$ cat config.mk
export PLATFORM = sky130hd
export DESIGN_NAME = wheel_speed_pid_regulator_flat
export DESIGN_NICKNAME = d
export VERILOG_FILES = /design/src/rtl/core/wspr_pkg.sv /design/src/rtl/core/wspr_req_if.sv /design/src/rtl/core/wspr_rsp_if.sv /design/src/rtl/core/wspr_regs.sv /design/src/rtl/core/wspr_div.sv /design/src/rtl/core/wspr_datapath.sv /design/src/rtl/core/wspr_ctrl.sv /design/src/rtl/core/wheel_speed_pid_regulator.sv /design/src/flat_wrapper.sv
export SDC_FILE = /design/constraint.sdc
export NUM_CORES = 2
export LEC_CHECK = 0
export BUFFER_PORTS_ARGS = -buffer_cell sky130_fd_sc_hd__buf_2
export CAP_MARGIN = 20
export CORE_ASPECT_RATIO = 0.9
export CORE_MARGIN = 3
export CORE_UTILIZATION = 37
export DETAILED_ROUTE_END_ITERATION = 6
export PLACE_DENSITY = 0.55
export REMOVE_ABC_BUFFERS = 1
export SLEW_MARGIN = 20
export SYNTH_ARGS = -nofsm -noshare
export SYNTH_HDL_FRONTEND = slang
export SYNTH_SLANG_ARGS = --single-unit
$ cat constraint.sdc
create_clock -name clk -period 12.3 [get_ports clk]
set_input_delay 0 -clock clk [delete_from_list [all_inputs] [get_ports clk]]
set_output_delay 0 -clock clk [all_outputs]
set_load 0.01 [all_outputs]
$ cat src/rtl/core/wspr_pkg.sv
// Shared types, widths and codes for the wheel-speed PID regulator.
// Used by the channel interfaces and by every module under rtl/core.
// Has no dependencies of its own.
package wspr_pkg;

  // Width of the saturating integral accumulator.
  localparam int INTEGRAL_BITS = 48;

  // Fixed field widths.
  localparam int COUNT_W    = 32;
  localparam int SPEED_W    = 32;
  localparam int GAIN_W     = 16;
  localparam int DIVISOR_W  = 15;
  localparam int DRIVE_W    = 16;
  localparam int SETPOINT_W = 16;
  localparam int MODE_W     = 2;
  localparam int CLAMP_W    = 2;

  // Datapath widths derived from the above.
  localparam int ERR_W  = SPEED_W + 1;
  localparam int PROD_W = GAIN_W + ERR_W;
  localparam int PD_W   = PROD_W + 1;
  localparam int ACC_W  = ((INTEGRAL_BITS > PD_W) ? INTEGRAL_BITS : PD_W) + 1;
  localparam int IU_W   = ((INTEGRAL_BITS > PROD_W) ? INTEGRAL_BITS : PROD_W) + 1;
  localparam int QUO_W  = 42;
  localparam int SUM_W  = QUO_W + 1;

  // Quotient is held within plus or minus this bound before the drive sum.
  localparam longint QUO_LIMIT = 64'sd1 <<< 40;

  // Radix-4 divider sizing.
  localparam int DIV_W     = ACC_W + (ACC_W % 2);
  localparam int DIV_STEPS = DIV_W / 2;
  localparam int DIV_CNT_W = $clog2(DIV_STEPS + 1);

  // Register port.
  localparam int APB_ADDR_W = 5;
  localparam int APB_DATA_W = 32;

  // Register reset values.
  localparam logic signed [DRIVE_W-1:0]   DRIVE_MAX_RST = 16'sd255;
  localparam logic signed [DRIVE_W-1:0]   DRIVE_MIN_RST = -16'sd255;
  localparam logic        [DIVISOR_W-1:0] DIVISOR_RST   = 15'd1;

  typedef enum logic [MODE_W-1:0] {
    MODE_TICK     = 2'd0,
    MODE_CLEAR    = 2'd1,
    MODE_SETPOINT = 2'd2
  } mode_t;

  typedef enum logic [CLAMP_W-1:0] {
    CLAMP_NONE = 2'd0,
    CLAMP_MAX  = 2'd1,
    CLAMP_MIN  = 2'd2
  } clamp_t;

  typedef enum logic [2:0] {
    REG_ENABLE    = 3'd0,
    REG_GAIN_P    = 3'd1,
    REG_GAIN_D    = 3'd2,
    REG_GAIN_I    = 3'd3,
    REG_DIVISOR   = 3'd4,
    REG_DRIVE_MAX = 3'd5,
    REG_DRIVE_MIN = 3'd6
  } reg_idx_t;

  typedef enum logic [1:0] {
    MUL_P = 2'd0,
    MUL_D = 2'd1,
    MUL_I = 2'd2
  } mul_sel_t;

  typedef struct packed {
    logic                        enable;
    logic signed [GAIN_W-1:0]    gain_p;
    logic signed [GAIN_W-1:0]    gain_d;
    logic signed [GAIN_W-1:0]    gain_i;
    logic        [DIVISOR_W-1:0] gain_divisor;
    logic signed [DRIVE_W-1:0]   drive_max;
    logic signed [DRIVE_W-1:0]   drive_min;
  } cfg_t;

  // Commands from the controller to the datapath.
  typedef struct packed {
    logic     capture;
    logic     clear;
    logic     load_sp;
    logic     diff;
    logic     mul_en;
    mul_sel_t mul_sel;
    logic     acc_load;
    logic     acc_sub;
    logic     acc_int;
    logic     div_start;
    logic     quo_load;
    logic     clamp;
  } cmd_t;

  // Status from the datapath to the controller.
  typedef struct packed {
    logic speed_nz;
    logic div_last;
    logic out_free;
  } st_t;

endpackage

$ cat src/rtl/core/wspr_req_if.sv
// Input channel of the regulator: valid/ready handshake with the tick payload.
// Depends on wspr_pkg for field widths.
interface wspr_req_if;
  import wspr_pkg::*;

  logic                        valid;
  logic                        ready;
  logic [MODE_W-1:0]           mode;
  logic signed [COUNT_W-1:0]   enc_position;
  logic signed [SETPOINT_W-1:0] target_speed;

  modport source (output valid, mode, enc_position, target_speed, input ready);
  modport sink   (input valid, mode, enc_position, target_speed, output ready);
endinterface

$ cat src/rtl/core/wspr_rsp_if.sv
// Output channel of the regulator: valid/ready handshake with the drive result.
// Depends on wspr_pkg for field widths.
interface wspr_rsp_if;
  import wspr_pkg::*;

  logic                      valid;
  logic                      ready;
  logic signed [DRIVE_W-1:0] drive;
  logic [CLAMP_W-1:0]        clamp_state;

  modport source (output valid, drive, clamp_state, input ready);
  modport sink   (input valid, drive, clamp_state, output ready);
endinterface

$ cat src/rtl/core/wspr_regs.sv
// APB-style configuration register file of the regulator.
// Depends on wspr_pkg for the register layout and reset values.
module wspr_regs (
  input  logic                             clk,
  input  logic                             rst,
  input  logic                             psel,
  input  logic                             penable,
  input  logic                             pwrite,
  input  logic [wspr_pkg::APB_ADDR_W-1:0]  paddr,
  input  logic [wspr_pkg::APB_DATA_W-1:0]  pwdata,
  output logic [wspr_pkg::APB_DATA_W-1:0]  prdata,
  output logic                             pready,
  output wspr_pkg::cfg_t                   cfg
);
  import wspr_pkg::*;

  reg_idx_t idx;
  logic     wr_en;

  assign pready = 1'b1;
  assign idx    = reg_idx_t'(paddr[APB_ADDR_W-1:2]);
  assign wr_en  = psel && penable && pwrite;

  // Register writes complete in the access phase.
  always_ff @(posedge clk) begin
    if (rst) begin
      cfg.enable       <= 1'b0;
      cfg.gain_p       <= '0;
      cfg.gain_d       <= '0;
      cfg.gain_i       <= '0;
      cfg.gain_divisor <= DIVISOR_RST;
      cfg.drive_max    <= DRIVE_MAX_RST;
      cfg.drive_min    <= DRIVE_MIN_RST;
    end else if (wr_en) begin
      case (idx)
        REG_ENABLE:    cfg.enable       <= pwdata[0];
        REG_GAIN_P:    cfg.gain_p       <= pwdata[GAIN_W-1:0];
        REG_GAIN_D:    cfg.gain_d       <= pwdata[GAIN_W-1:0];
        REG_GAIN_I:    cfg.gain_i       <= pwdata[GAIN_W-1:0];
        REG_DIVISOR:   cfg.gain_divisor <= pwdata[DIVISOR_W-1:0];
        REG_DRIVE_MAX: cfg.drive_max    <= pwdata[DRIVE_W-1:0];
        REG_DRIVE_MIN: cfg.drive_min    <= pwdata[DRIVE_W-1:0];
        default: ;
      endcase
    end
  end

  // Read-back; signed registers are sign-extended to the bus width.
  always_comb begin
    case (idx)
      REG_ENABLE:    prdata = APB_DATA_W'(cfg.enable);
      REG_GAIN_P:    prdata = APB_DATA_W'(cfg.gain_p);
      REG_GAIN_D:    prdata = APB_DATA_W'(cfg.gain_d);
      REG_GAIN_I:    prdata = APB_DATA_W'(cfg.gain_i);
      REG_DIVISOR:   prdata = APB_DATA_W'(cfg.gain_divisor);
      REG_DRIVE_MAX: prdata = APB_DATA_W'(cfg.drive_max);
      REG_DRIVE_MIN: prdata = APB_DATA_W'(cfg.drive_min);
      default:       prdata = '0;
    endcase
  end

endmodule

$ cat src/rtl/core/wspr_div.sv
// Radix-4 restoring divider for the signed PID numerator, two quotient bits a cycle.
// Depends on wspr_pkg for the operand widths and step count.
module wspr_div (
  input  logic                                 clk,
  input  logic                                 rst,
  input  logic                                 start,
  input  logic signed [wspr_pkg::ACC_W-1:0]    dividend,
  input  logic [wspr_pkg::DIVISOR_W-1:0]       divisor,
  output logic                                 last,
  output logic signed [wspr_pkg::ACC_W-1:0]    quotient
);
  import wspr_pkg::*;

  logic [DIV_W-1:0]     dq;
  logic [DIVISOR_W-1:0] rem;
  logic [DIVISOR_W-1:0] dvs;
  logic                 neg;
  logic [DIV_CNT_W-1:0] cnt;

  logic [ACC_W-1:0]     mag;
  logic [DIVISOR_W:0]   t1, t2, r1, r2;
  logic                 ge1, ge2;

  assign mag = dividend[ACC_W-1] ? ACC_W'(-dividend) : ACC_W'(dividend);

  // Two dependent restoring steps on the narrow partial remainder.
  always_comb begin
    t1  = {rem, dq[DIV_W-1]};
    ge1 = t1 >= {1'b0, dvs};
    r1  = ge1 ? t1 - {1'b0, dvs} : t1;
    t2  = {r1[DIVISOR_W-1:0], dq[DIV_W-2]};
    ge2 = t2 >= {1'b0, dvs};
    r2  = ge2 ? t2 - {1'b0, dvs} : t2;
  end

  // Step counter.
  always_ff @(posedge clk) begin
    if (rst) begin
      cnt <= '0;
    end else if (start) begin
      cnt <= DIV_CNT_W'(DIV_STEPS);
    end else if (cnt != '0) begin
      cnt <= cnt - 1'b1;
    end
  end

  // Dividend shifts out at the top while quotient bits enter at the bottom.
  always_ff @(posedge clk) begin
    if (start) begin
      dq  <= DIV_W'(mag);
      rem <= '0;
      dvs <= (divisor == '0) ? DIVISOR_W'(1) : divisor;
      neg <= dividend[ACC_W-1];
    end else if (cnt != '0) begin
      dq  <= {dq[DIV_W-3:0], ge1, ge2};
      rem <= r2[DIVISOR_W-1:0];
    end
  end

  assign last     = (cnt == DIV_CNT_W'(1));
  assign quotient = neg ? -$signed(dq[ACC_W-1:0]) : $signed(dq[ACC_W-1:0]);

endmodule

$ cat src/rtl/core/wspr_datapath.sv
// Datapath of the regulator: loop state, shared gain multiplier, divider,
// clamp and integral update, and the result register. Uses wspr_pkg and wspr_div.
module wspr_datapath (
  input  logic                                  clk,
  input  logic                                  rst,
  input  wspr_pkg::cfg_t                        cfg,
  input  wspr_pkg::cmd_t                        cmd,
  output wspr_pkg::st_t                         st,
  input  logic signed [wspr_pkg::COUNT_W-1:0]   enc_position,
  input  logic signed [wspr_pkg::SETPOINT_W-1:0] target_speed,
  input  logic                                  res_ready,
  output logic                                  res_valid,
  output logic signed [wspr_pkg::DRIVE_W-1:0]   res_drive,
  output logic [wspr_pkg::CLAMP_W-1:0]          res_clamp
);
  import wspr_pkg::*;

  // Loop state.
  logic signed [SETPOINT_W-1:0]    setpoint;
  logic signed [INTEGRAL_BITS-1:0] integral;
  logic signed [COUNT_W-1:0]       prev_count;
  logic signed [SPEED_W-1:0]       prev_speed;
  logic signed [DRIVE_W-1:0]       prev_drive;

  // Working registers of one tick.
  logic signed [COUNT_W-1:0] count_q;
  logic signed [SPEED_W-1:0] speed_q;
  logic signed [ERR_W-1:0]   err_q;
  logic signed [ERR_W-1:0]   dspd_q;
  logic signed [PROD_W-1:0]  prod_q;
  logic signed [ACC_W-1:0]   acc;
  logic signed [QUO_W-1:0]   quo_q;

  logic signed [SPEED_W-1:0]       speed_w;
  logic signed [ERR_W-1:0]         err_w;
  logic signed [ERR_W-1:0]         dspd_w;
  logic signed [GAIN_W-1:0]        mul_a;
  logic signed [ERR_W-1:0]         mul_b;
  logic signed [PROD_W-1:0]        mul_p;
  logic signed [ACC_W-1:0]         div_q;
  logic                            div_last;
  logic signed [ACC_W-1:0]         q_hi;
  logic signed [ACC_W-1:0]         q_clip;
  logic signed [SUM_W-1:0]         dsum;
  logic signed [DRIVE_W-1:0]       drive_w;
  clamp_t                          clamp_w;
  logic signed [IU_W-1:0]          isum;
  logic                            i_ovf;
  logic signed [INTEGRAL_BITS-1:0] isat;

  // Speed, error and change of speed.
  assign speed_w = count_q - prev_count;
  assign err_w   = ERR_W'(setpoint) - ERR_W'(speed_w);
  assign dspd_w  = ERR_W'(speed_w) - ERR_W'(prev_speed);

  // One multiplier shared by the three gain terms.
  always_comb begin
    case (cmd.mul_sel)
      MUL_P:   mul_a = cfg.gain_p;
      MUL_D:   mul_a = cfg.gain_d;
      MUL_I:   mul_a = cfg.gain_i;
      default: mul_a = '0;
    endcase
    mul_b = (cmd.mul_sel == MUL_D) ? dspd_q : err_q;
  end
  assign mul_p = mul_a * mul_b;

  // Numerator of the increment: P product loaded, D product subtracted, then the integral added.
  always_ff @(posedge clk) begin
    if (cmd.capture) count_q <= enc_position;
    if (cmd.diff) begin
      speed_q <= speed_w;
      err_q   <= err_w;
      dspd_q  <= dspd_w;
    end
    if (cmd.mul_en) prod_q <= mul_p;
    if (cmd.acc_load) begin
      acc <= ACC_W'(prod_q);
    end else if (cmd.acc_sub) begin
      acc <= acc - ACC_W'(prod_q);
    end else if (cmd.acc_int) begin
      acc <= acc + ACC_W'(integral);
    end
    if (cmd.quo_load) quo_q <= QUO_W'(q_clip);
  end

  wspr_div u_div (
    .clk      (clk),
    .rst      (rst),
    .start    (cmd.div_start),
    .dividend (acc),
    .divisor  (cfg.gain_divisor),
    .last     (div_last),
    .quotient (div_q)
  );

  // Bound the quotient so the drive sum stays narrow.
  assign q_hi = ACC_W'(QUO_LIMIT);
  always_comb begin
    if (div_q > q_hi) begin
      q_clip = q_hi;
    end else if (div_q < -q_hi) begin
      q_clip = -q_hi;
    end else begin
      q_clip = div_q;
    end
  end

  // Drive sum and clamp; the upper limit is tested first.
  assign dsum = SUM_W'(quo_q) + SUM_W'(prev_drive);
  always_comb begin
    if (dsum >= SUM_W'(cfg.drive_max)) begin
      drive_w = cfg.drive_max;
      clamp_w = CLAMP_MAX;
    end else if (dsum <= SUM_W'(cfg.drive_min)) begin
      drive_w = cfg.drive_min;
      clamp_w = CLAMP_MIN;
    end else begin
      drive_w = dsum[DRIVE_W-1:0];
      clamp_w = CLAMP_NONE;
    end
  end

  // Integral update, saturating at its own width.
  assign isum  = IU_W'(integral) + IU_W'(prod_q);
  assign i_ovf = !((&isum[IU_W-1:INTEGRAL_BITS-1]) || !(|isum[IU_W-1:INTEGRAL_BITS-1]));
  assign isat  = isum[IU_W-1] ? {1'b1, {(INTEGRAL_BITS-1){1'b0}}}
                              : {1'b0, {(INTEGRAL_BITS-1){1'b1}}};

  // Loop state: clear, setpoint load and the end-of-tick update.
  always_ff @(posedge clk) begin
    if (rst) begin
      setpoint   <= '0;
      integral   <= '0;
      prev_count <= '0;
      prev_speed <= '0;
      prev_drive <= '0;
    end else if (cmd.clear) begin
      setpoint   <= '0;
      integral   <= '0;
      prev_count <= enc_position;
      prev_speed <= '0;
      prev_drive <= '0;
    end else if (cmd.load_sp) begin
      setpoint <= target_speed;
    end else if (cmd.clamp) begin
      prev_count <= count_q;
      prev_speed <= speed_q;
      prev_drive <= drive_w;
      if (clamp_w == CLAMP_NONE) begin
        integral <= i_ovf ? isat : INTEGRAL_BITS'(isum);
      end
    end
  end

  // Result register; holds until the transaction completes.
  always_ff @(posedge clk) begin
    if (rst) begin
      res_valid <= 1'b0;
    end else if (cmd.clamp) begin
      res_valid <= 1'b1;
    end else if (res_ready) begin
      res_valid <= 1'b0;
    end
  end

  always_ff @(posedge clk) begin
    if (cmd.clamp) begin
      res_drive <= drive_w;
      res_clamp <= clamp_w;
    end
  end

  assign st.speed_nz = (prev_speed != '0);
  assign st.div_last = div_last;
  assign st.out_free = !res_valid || res_ready;

endmodule

$ cat src/rtl/core/wspr_ctrl.sv
// Sequencing state machine of the regulator: decodes each transaction and
// steps the datapath through one control tick. Depends on wspr_pkg.
module wspr_ctrl (
  input  logic                       clk,
  input  logic                       rst,
  input  logic                       req_valid,
  input  logic [wspr_pkg::MODE_W-1:0] req_mode,
  input  logic                       cfg_enable,
  input  wspr_pkg::st_t              st,
  output logic                       req_ready,
  output wspr_pkg::cmd_t             cmd
);
  import wspr_pkg::*;

  typedef enum logic [9:0] {
    S_IDLE   = 10'b00_0000_0001,
    S_DIFF   = 10'b00_0000_0010,
    S_MUL_P  = 10'b00_0000_0100,
    S_MUL_D  = 10'b00_0000_1000,
    S_MUL_I  = 10'b00_0001_0000,
    S_SUM    = 10'b00_0010_0000,
    S_DIV_GO = 10'b00_0100_0000,
    S_DIV    = 10'b00_1000_0000,
    S_QUO    = 10'b01_0000_0000,
    S_CLAMP  = 10'b10_0000_0000
  } state_t;

  state_t state, state_next;
  logic   accept;

  assign req_ready = (state == S_IDLE);
  assign accept    = req_valid && req_ready;

  always_ff @(posedge clk) begin
    if (rst) begin
      state <= S_IDLE;
    end else begin
      state <= state_next;
    end
  end

  // Next state and datapath commands.
  always_comb begin
    state_next  = state;
    cmd         = '0;
    cmd.mul_sel = MUL_P;
    case (state)
      S_IDLE: begin
        if (accept) begin
          case (mode_t'(req_mode))
            MODE_TICK: begin
              if (cfg_enable) begin
                cmd.capture = 1'b1;
                state_next  = S_DIFF;
              end else if (st.speed_nz) begin
                cmd.clear = 1'b1;
              end
            end
            MODE_CLEAR:    cmd.clear   = 1'b1;
            MODE_SETPOINT: cmd.load_sp = 1'b1;
            default: ;
          endcase
        end
      end
      S_DIFF: begin
        cmd.diff   = 1'b1;
        state_next = S_MUL_P;
      end
      S_MUL_P: begin
        cmd.mul_en  = 1'b1;
        cmd.mul_sel = MUL_P;
        state_next  = S_MUL_D;
      end
      S_MUL_D: begin
        cmd.mul_en   = 1'b1;
        cmd.mul_sel  = MUL_D;
        cmd.acc_load = 1'b1;
        state_next   = S_MUL_I;
      end
      S_MUL_I: begin
        cmd.mul_en  = 1'b1;
        cmd.mul_sel = MUL_I;
        cmd.acc_sub = 1'b1;
        state_next  = S_SUM;
      end
      S_SUM: begin
        cmd.acc_int = 1'b1;
        state_next  = S_DIV_GO;
      end
      S_DIV_GO: begin
        cmd.div_start = 1'b1;
        state_next    = S_DIV;
      end
      S_DIV: begin
        if (st.div_last) state_next = S_QUO;
      end
      S_QUO: begin
        cmd.quo_load = 1'b1;
        state_next   = S_CLAMP;
      end
      S_CLAMP: begin
        if (st.out_free) begin
          cmd.clamp  = 1'b1;
          state_next = S_IDLE;
        end
      end
      default: state_next = S_IDLE;
    endcase
  end

  // The divider never finishes in the cycle right after it is started.
  assert property (@(posedge clk) disable iff (rst)
    (state == S_DIV_GO) |=> !st.div_last)
    else $error("divider reported its last step too early");

  // The sequencer stays with the divider until its last step.
  assert property (@(posedge clk) disable iff (rst)
    (state == S_DIV) && !st.div_last |=> (state == S_DIV))
    else $error("left the divide state before the quotient was complete");

  // The quotient is taken only right after the final divider step.
  assert property (@(posedge clk) disable iff (rst)
    (state == S_QUO) |-> $past(st.div_last))
    else $error("quotient taken without a completed division");

endmodule

$ cat src/rtl/core/wheel_speed_pid_regulator.sv
// Top level of the wheel-speed PID regulator: channels, register port and
// the controller, datapath and register file. Uses wspr_pkg and both channel interfaces.
//
//   Channel    Kind          Carries
//   request    valid/ready   mode, enc_position, target_speed
//   response   valid/ready   drive, clamp_state
//   APB port   psel/penable  enable, gain, divisor and limit registers at 4*index
//
// An enabled control tick steps through the capture, difference, multiply, sum, divide,
// quotient and clamp states; the radix-4 divider yields two quotient bits a cycle.
// Clear, setpoint load, disabled ticks and the unused mode complete without leaving the idle state.
// Reset is synchronous and leaves registers at their defaults and the loop state zero.
// A finished result waits in the output register; a new transaction is taken
// meanwhile, and a tick stalls at its clamp step only while that register is full.
module wheel_speed_pid_regulator (
  input  logic                            clk,
  input  logic                            rst,
  wspr_req_if.sink                        request,
  wspr_rsp_if.source                      response,
  input  logic                            psel,
  input  logic                            penable,
  input  logic                            pwrite,
  input  logic [wspr_pkg::APB_ADDR_W-1:0] paddr,
  input  logic [wspr_pkg::APB_DATA_W-1:0] pwdata,
  output logic [wspr_pkg::APB_DATA_W-1:0] prdata,
  output logic                            pready
);
  import wspr_pkg::*;

  cfg_t cfg;
  cmd_t cmd;
  st_t  st;
  logic req_ready;

  // Configuration registers.
  wspr_regs u_regs (
    .clk     (clk),
    .rst     (rst),
    .psel    (psel),
    .penable (penable),
    .pwrite  (pwrite),
    .paddr   (paddr),
    .pwdata  (pwdata),
    .prdata  (prdata),
    .pready  (pready),
    .cfg     (cfg)
  );

  // Sequencer.
  wspr_ctrl u_ctrl (
    .clk        (clk),
    .rst        (rst),
    .req_valid  (request.valid),
    .req_mode   (request.mode),
    .cfg_enable (cfg.enable),
    .st         (st),
    .req_ready  (req_ready),
    .cmd        (cmd)
  );

  assign request.ready = req_ready;

  // Arithmetic and loop state.
  wspr_datapath u_datapath (
    .clk          (clk),
    .rst          (rst),
    .cfg          (cfg),
    .cmd          (cmd),
    .st           (st),
    .enc_position (request.enc_position),
    .target_speed (request.target_speed),
    .res_ready    (response.ready),
    .res_valid    (response.valid),
    .res_drive    (response.drive),
    .res_clamp    (response.clamp_state)
  );

endmodule

$ cat src/flat_wrapper.sv
// flat-port wrapper written by rule: the top's interface ports become plain ports
module wheel_speed_pid_regulator_flat import wspr_pkg::*;
  (clk, rst, psel, penable, pwrite, paddr, pwdata, prdata, pready, request_valid, request_mode, request_enc_position, request_target_speed, request_ready, response_valid, response_drive, response_clamp_state, response_ready);
  wspr_req_if request_i ();
  wspr_rsp_if response_i ();
  input  logic clk;
  input  logic rst;
  input  logic psel;
  input  logic penable;
  input  logic pwrite;
  input  logic [wspr_pkg::APB_ADDR_W-1:0] paddr;
  input  logic [wspr_pkg::APB_DATA_W-1:0] pwdata;
  output logic [wspr_pkg::APB_DATA_W-1:0] prdata;
  output logic pready;
  input wire logic [$bits(request_i.valid)-1:0] request_valid;
  input wire logic [$bits(request_i.mode)-1:0] request_mode;
  input wire logic [$bits(request_i.enc_position)-1:0] request_enc_position;
  input wire logic [$bits(request_i.target_speed)-1:0] request_target_speed;
  output wire logic [$bits(request_i.ready)-1:0] request_ready;
  output wire logic [$bits(response_i.valid)-1:0] response_valid;
  output wire logic [$bits(response_i.drive)-1:0] response_drive;
  output wire logic [$bits(response_i.clamp_state)-1:0] response_clamp_state;
  input wire logic [$bits(response_i.ready)-1:0] response_ready;
  assign request_i.valid = request_valid;
  assign request_i.mode = request_mode;
  assign request_i.enc_position = request_enc_position;
  assign request_i.target_speed = request_target_speed;
  assign request_ready = request_i.ready;
  assign response_valid = response_i.valid;
  assign response_drive = response_i.drive;
  assign response_clamp_state = response_i.clamp_state;
  assign response_i.ready = response_ready;
  wheel_speed_pid_regulator u_core (.clk(clk), .rst(rst), .request(request_i), .response(response_i), .psel(psel), .penable(penable), .pwrite(pwrite), .paddr(paddr), .pwdata(pwdata), .prdata(prdata), .pready(pready));
endmodule
==> metrics.csv <==
metric,value,unit
outcome,finished with violations,
violations,DRC,
crit_family,compound AO/OA/AOI/OAI gates,
cpMostUsedCell,fa_1,
async_flop_share,0,%
wl_per_cell,18.0,µm
maxSlewViolCount,0,
startpoint_type,flip-flop,
synth_edf_count,357,
post-route-min-period,10.20,ns
ir_drop,0.000131,V
ys.flop_type,edfxtp_1,
min_path_type,in -> reg,
arrival,10.60,ns
ios,147,
endpoint_kind,flip-flop,
cts_setup_buffers,0,
hold_violations,0,
port_buffers,127,
skew,0.0666,ns
initial_core_util,37.5,%
area_growth,10.3,%
synth.yosys.warnings,0,
viasPerCell,5.25,
nets,8383,
layout-drive-gt1-share,6.17,%
place_ws,2.26,ns
crit_path_max_fanout,59,
placed_cells,9348,
hold_buffers,97,
grt_max_degree,102,
r2r-end,u_core.u_datapath.prod_q[45]$_DFFE_PP_,
total_leakage_power,30.1,nW
place.gp.congestion,0.892,
drtIter0Drc,3190,
synth_seq_cells,629,
coreArea,165000,µm²
synth-seq-area-share,26.1,%
vias,50300,
fp.dieArea,173000,µm²
cts_resized,0,
htree_levels,3,
fp.dieH,394,µm
antenna_found_initial,0,
critPathRequiredTime,12.69,ns
die_w,438,µm
placementRows,141,
dp.final_hpwl,135000,µm
worst_slew_pin_slew,1.13,ns
grt_overflow,0,
wl,172000,µm
power.density,136,nW/µm²
min_to,u_core.u_datapath.count_q[0]$_DFFE_PP_,
finalCritPeriodShare,82.9,%
fin_area,68400,µm²
slowest_delay,1.01,ns
clkTransAtPathRegs,0.06,ns
ant_nets,0,
fillers,16500,
synthCells,7271,
drc_errors,6,
grtUsageTotal,19.9,%
synth_cell_types,88,
drtPass1Iterations,7,
cp_num_buf_inv,3,
setup_viol,0,
slew_headroom,24.5,%
layout.cells.non_filler,9586,
regToRegSetupSlack,2.10,ns
clk_path_buf_depth,3,
clock-sinks,629,
rsz0062_at_grt,no,
setup_slack,2.10,ns
insertion_delay,0.72,ns
synth_area,62000,µm²
reg2reg_depth,27,
cts_buffers,76,
cap_violations,0,
grt_pass1_vias,50500,
cp_slowest_cell,a221o_1,
postLayoutCoreUtil,41.4,%
holdPathStages,2,
syn_avg_cell_area,8.53,µm²
grt_pass1_wl,276000,µm
cts-root-buf,clkbuf_16,
diodes,0,
cts_tree,yes,
path_class,reg -> reg,
dpl_cell_area,64800,µm²
min-delay-start,request_enc_position[0],
fmax,98.0,MHz
timing.rr.start,u_core.u_ctrl.state[9]$_SDFFE_PP0P_,
hold_slack,0.0640,ns
==> report_power, final <==
part           internal (mW)  leakage (nW)  switching [mW]  total [mW]
logic                   1.69          23.2            2.38        4.08
registers               2.62          5.53           0.241        2.86
clock network           1.38          1.29            1.00        2.38
total                   5.69          30.1            3.62        9.32
==> cells in the final DEF (no fill, tap or decap), types with 202 or more instances in the layout <==
master    count
dfxtp_1     271
edfxtp_1    357
a21o_1      202
ha_1        474
nand2_1    1070
inv_1       844
fa_1        508
a21oi_1     586
nor2_1      568
o21ai_0     390
xnor2_1     210
xor2_1      214
==> per-stage QoR <==
stage	power, mW	TNS, ns
3_5_place_dp	6.91	0
2_1_floorplan	5.94	-5.19
3_3_place_gp	6.86	0
5_1_grt	10.1	0
4_1_cts	9.38	0
6_report	9.32	0
==> worst max-delay path by stage <==
stage	from	to	slack, ns	cells after the start
floorplan	u_core.u_ctrl.state[9]$_SDFFE_PP0P_	u_core.u_datapath.prod_q[45]$_DFFE_PP_	-0.53	27
global placement	u_core.u_ctrl.state[2]$_SDFFE_PP0P_	u_core.u_datapath.prod_q[45]$_DFFE_PP_	2.38	29
detailed placement	u_core.u_ctrl.state[9]$_SDFFE_PP0P_	u_core.u_datapath.prod_q[45]$_DFFE_PP_	2.26	27
CTS	u_core.u_ctrl.state[9]$_SDFFE_PP0P_	u_core.u_datapath.prod_q[45]$_DFFE_PP_	2.17	27
global route	u_core.u_ctrl.state[9]$_SDFFE_PP0P_	u_core.u_datapath.prod_q[45]$_DFFE_PP_	1.52	27
finish	u_core.u_ctrl.state[9]$_SDFFE_PP0P_	u_core.u_datapath.prod_q[45]$_DFFE_PP_	2.10	27
==> cells in the mapped netlist (12+ instances only) <==
cell / instances / share of area [%]
a211o_1: 22 / 0.31
a211oi_1: 28 / 0.34
a21boi_0: 14 / 0.17
a21o_1: 202 / 2.4
a21oi_1: 589 / 4.8
a221o_1: 23 / 0.37
a221oi_1: 32 / 0.45
a22oi_1: 14 / 0.17
a31oi_1: 38 / 0.38
and2_1: 26 / 0.26
and3_1: 45 / 0.45
buf_1: 21 / 0.13
buf_4: 17 / 0.21
clkbuf_1: 287 / 1.7
dfxtp_1: 272 / 8.8
edfxtp_1: 357 / 17
fa_1: 508 / 16
ha_1: 474 / 9.6
inv_1: 844 / 5.1
mux2_2: 29 / 0.53
mux2i_1: 70 / 1.1
nand2_1: 1074 / 6.5
nand2b_1: 72 / 0.73
nand3_1: 105 / 0.85
nand4_1: 58 / 0.58
nor2_1: 570 / 3.4
nor2_2: 39 / 0.39
nor2b_1: 56 / 0.56
nor3_1: 89 / 0.72
nor3b_1: 13 / 0.16
nor4_1: 41 / 0.41
o211ai_1: 13 / 0.16
o21a_1: 53 / 0.64
o21ai_0: 392 / 3.2
o21bai_1: 56 / 0.68
o31a_1: 13 / 0.18
o31ai_1: 51 / 0.62
o41ai_1: 20 / 0.28
or2_2: 12 / 0.12
or3_1: 39 / 0.39
or4_1: 18 / 0.22
xnor2_1: 210 / 3.0
xor2_1: 214 / 3.0
==> per-layer routing <==
metal	vias to the layer above	wire, µm	track usage, %
li1	24700	-	-
met1	24300	80300	27.4
met2	1109	79000	32.5
met3	232	8370	2.66
met4	0	4740	5.72
met5	-	0	0
==> sequential cells by signal (all words and copies together) (netlist names), 16 cells and up <==
register / count
u_core.u_datapath.acc: 51
u_core.u_datapath.count_q: 32
u_core.u_datapath.dspd_q: 33
u_core.u_datapath.err_q: 33
u_core.u_datapath.integral: 48
u_core.u_datapath.prev_count: 32
u_core.u_datapath.prev_drive: 16
u_core.u_datapath.prev_speed: 32
u_core.u_datapath.prod_q: 49
u_core.u_datapath.quo_q: 42
u_core.u_datapath.res_drive: 16
u_core.u_datapath.setpoint: 16
u_core.u_datapath.speed_q: 32
u_core.u_datapath.u_div.dq: 52
u_core.u_regs.cfg: 96
==> logic make-up (layout without fill, tap and decap cells) <==
family / after synthesis / in the layout / share of synthesized area [%]
and+or+nand+nor: 2296 / 2296 / 16.4
AOI/OAI and AO/OA: 1662 / 1662 / 16.6
buffers and inverters: 1177 / 1276 / 7.30
adders and majority gates: 982 / 982 / 26.0
DFF: 629 / 629 / 26.1
xor gates and xnor gates: 424 / 424 / 5.99
muxes: 100 / 100 / 1.69
other: 1 / 1 / 0.00604
==> cell type report <==
type                    count  area [µm²]  area share (%)
clock buffers              97        2070            3.03
clock inverters            44         568           0.830
inverters                 845        3170            4.64
multi-input cells        5465       41600            60.8
flip-flops and latches    629       16200            23.6
well taps                2216        2770            4.05
repair buffers            290        2100            3.07
(Power assumes the default switching activity.)
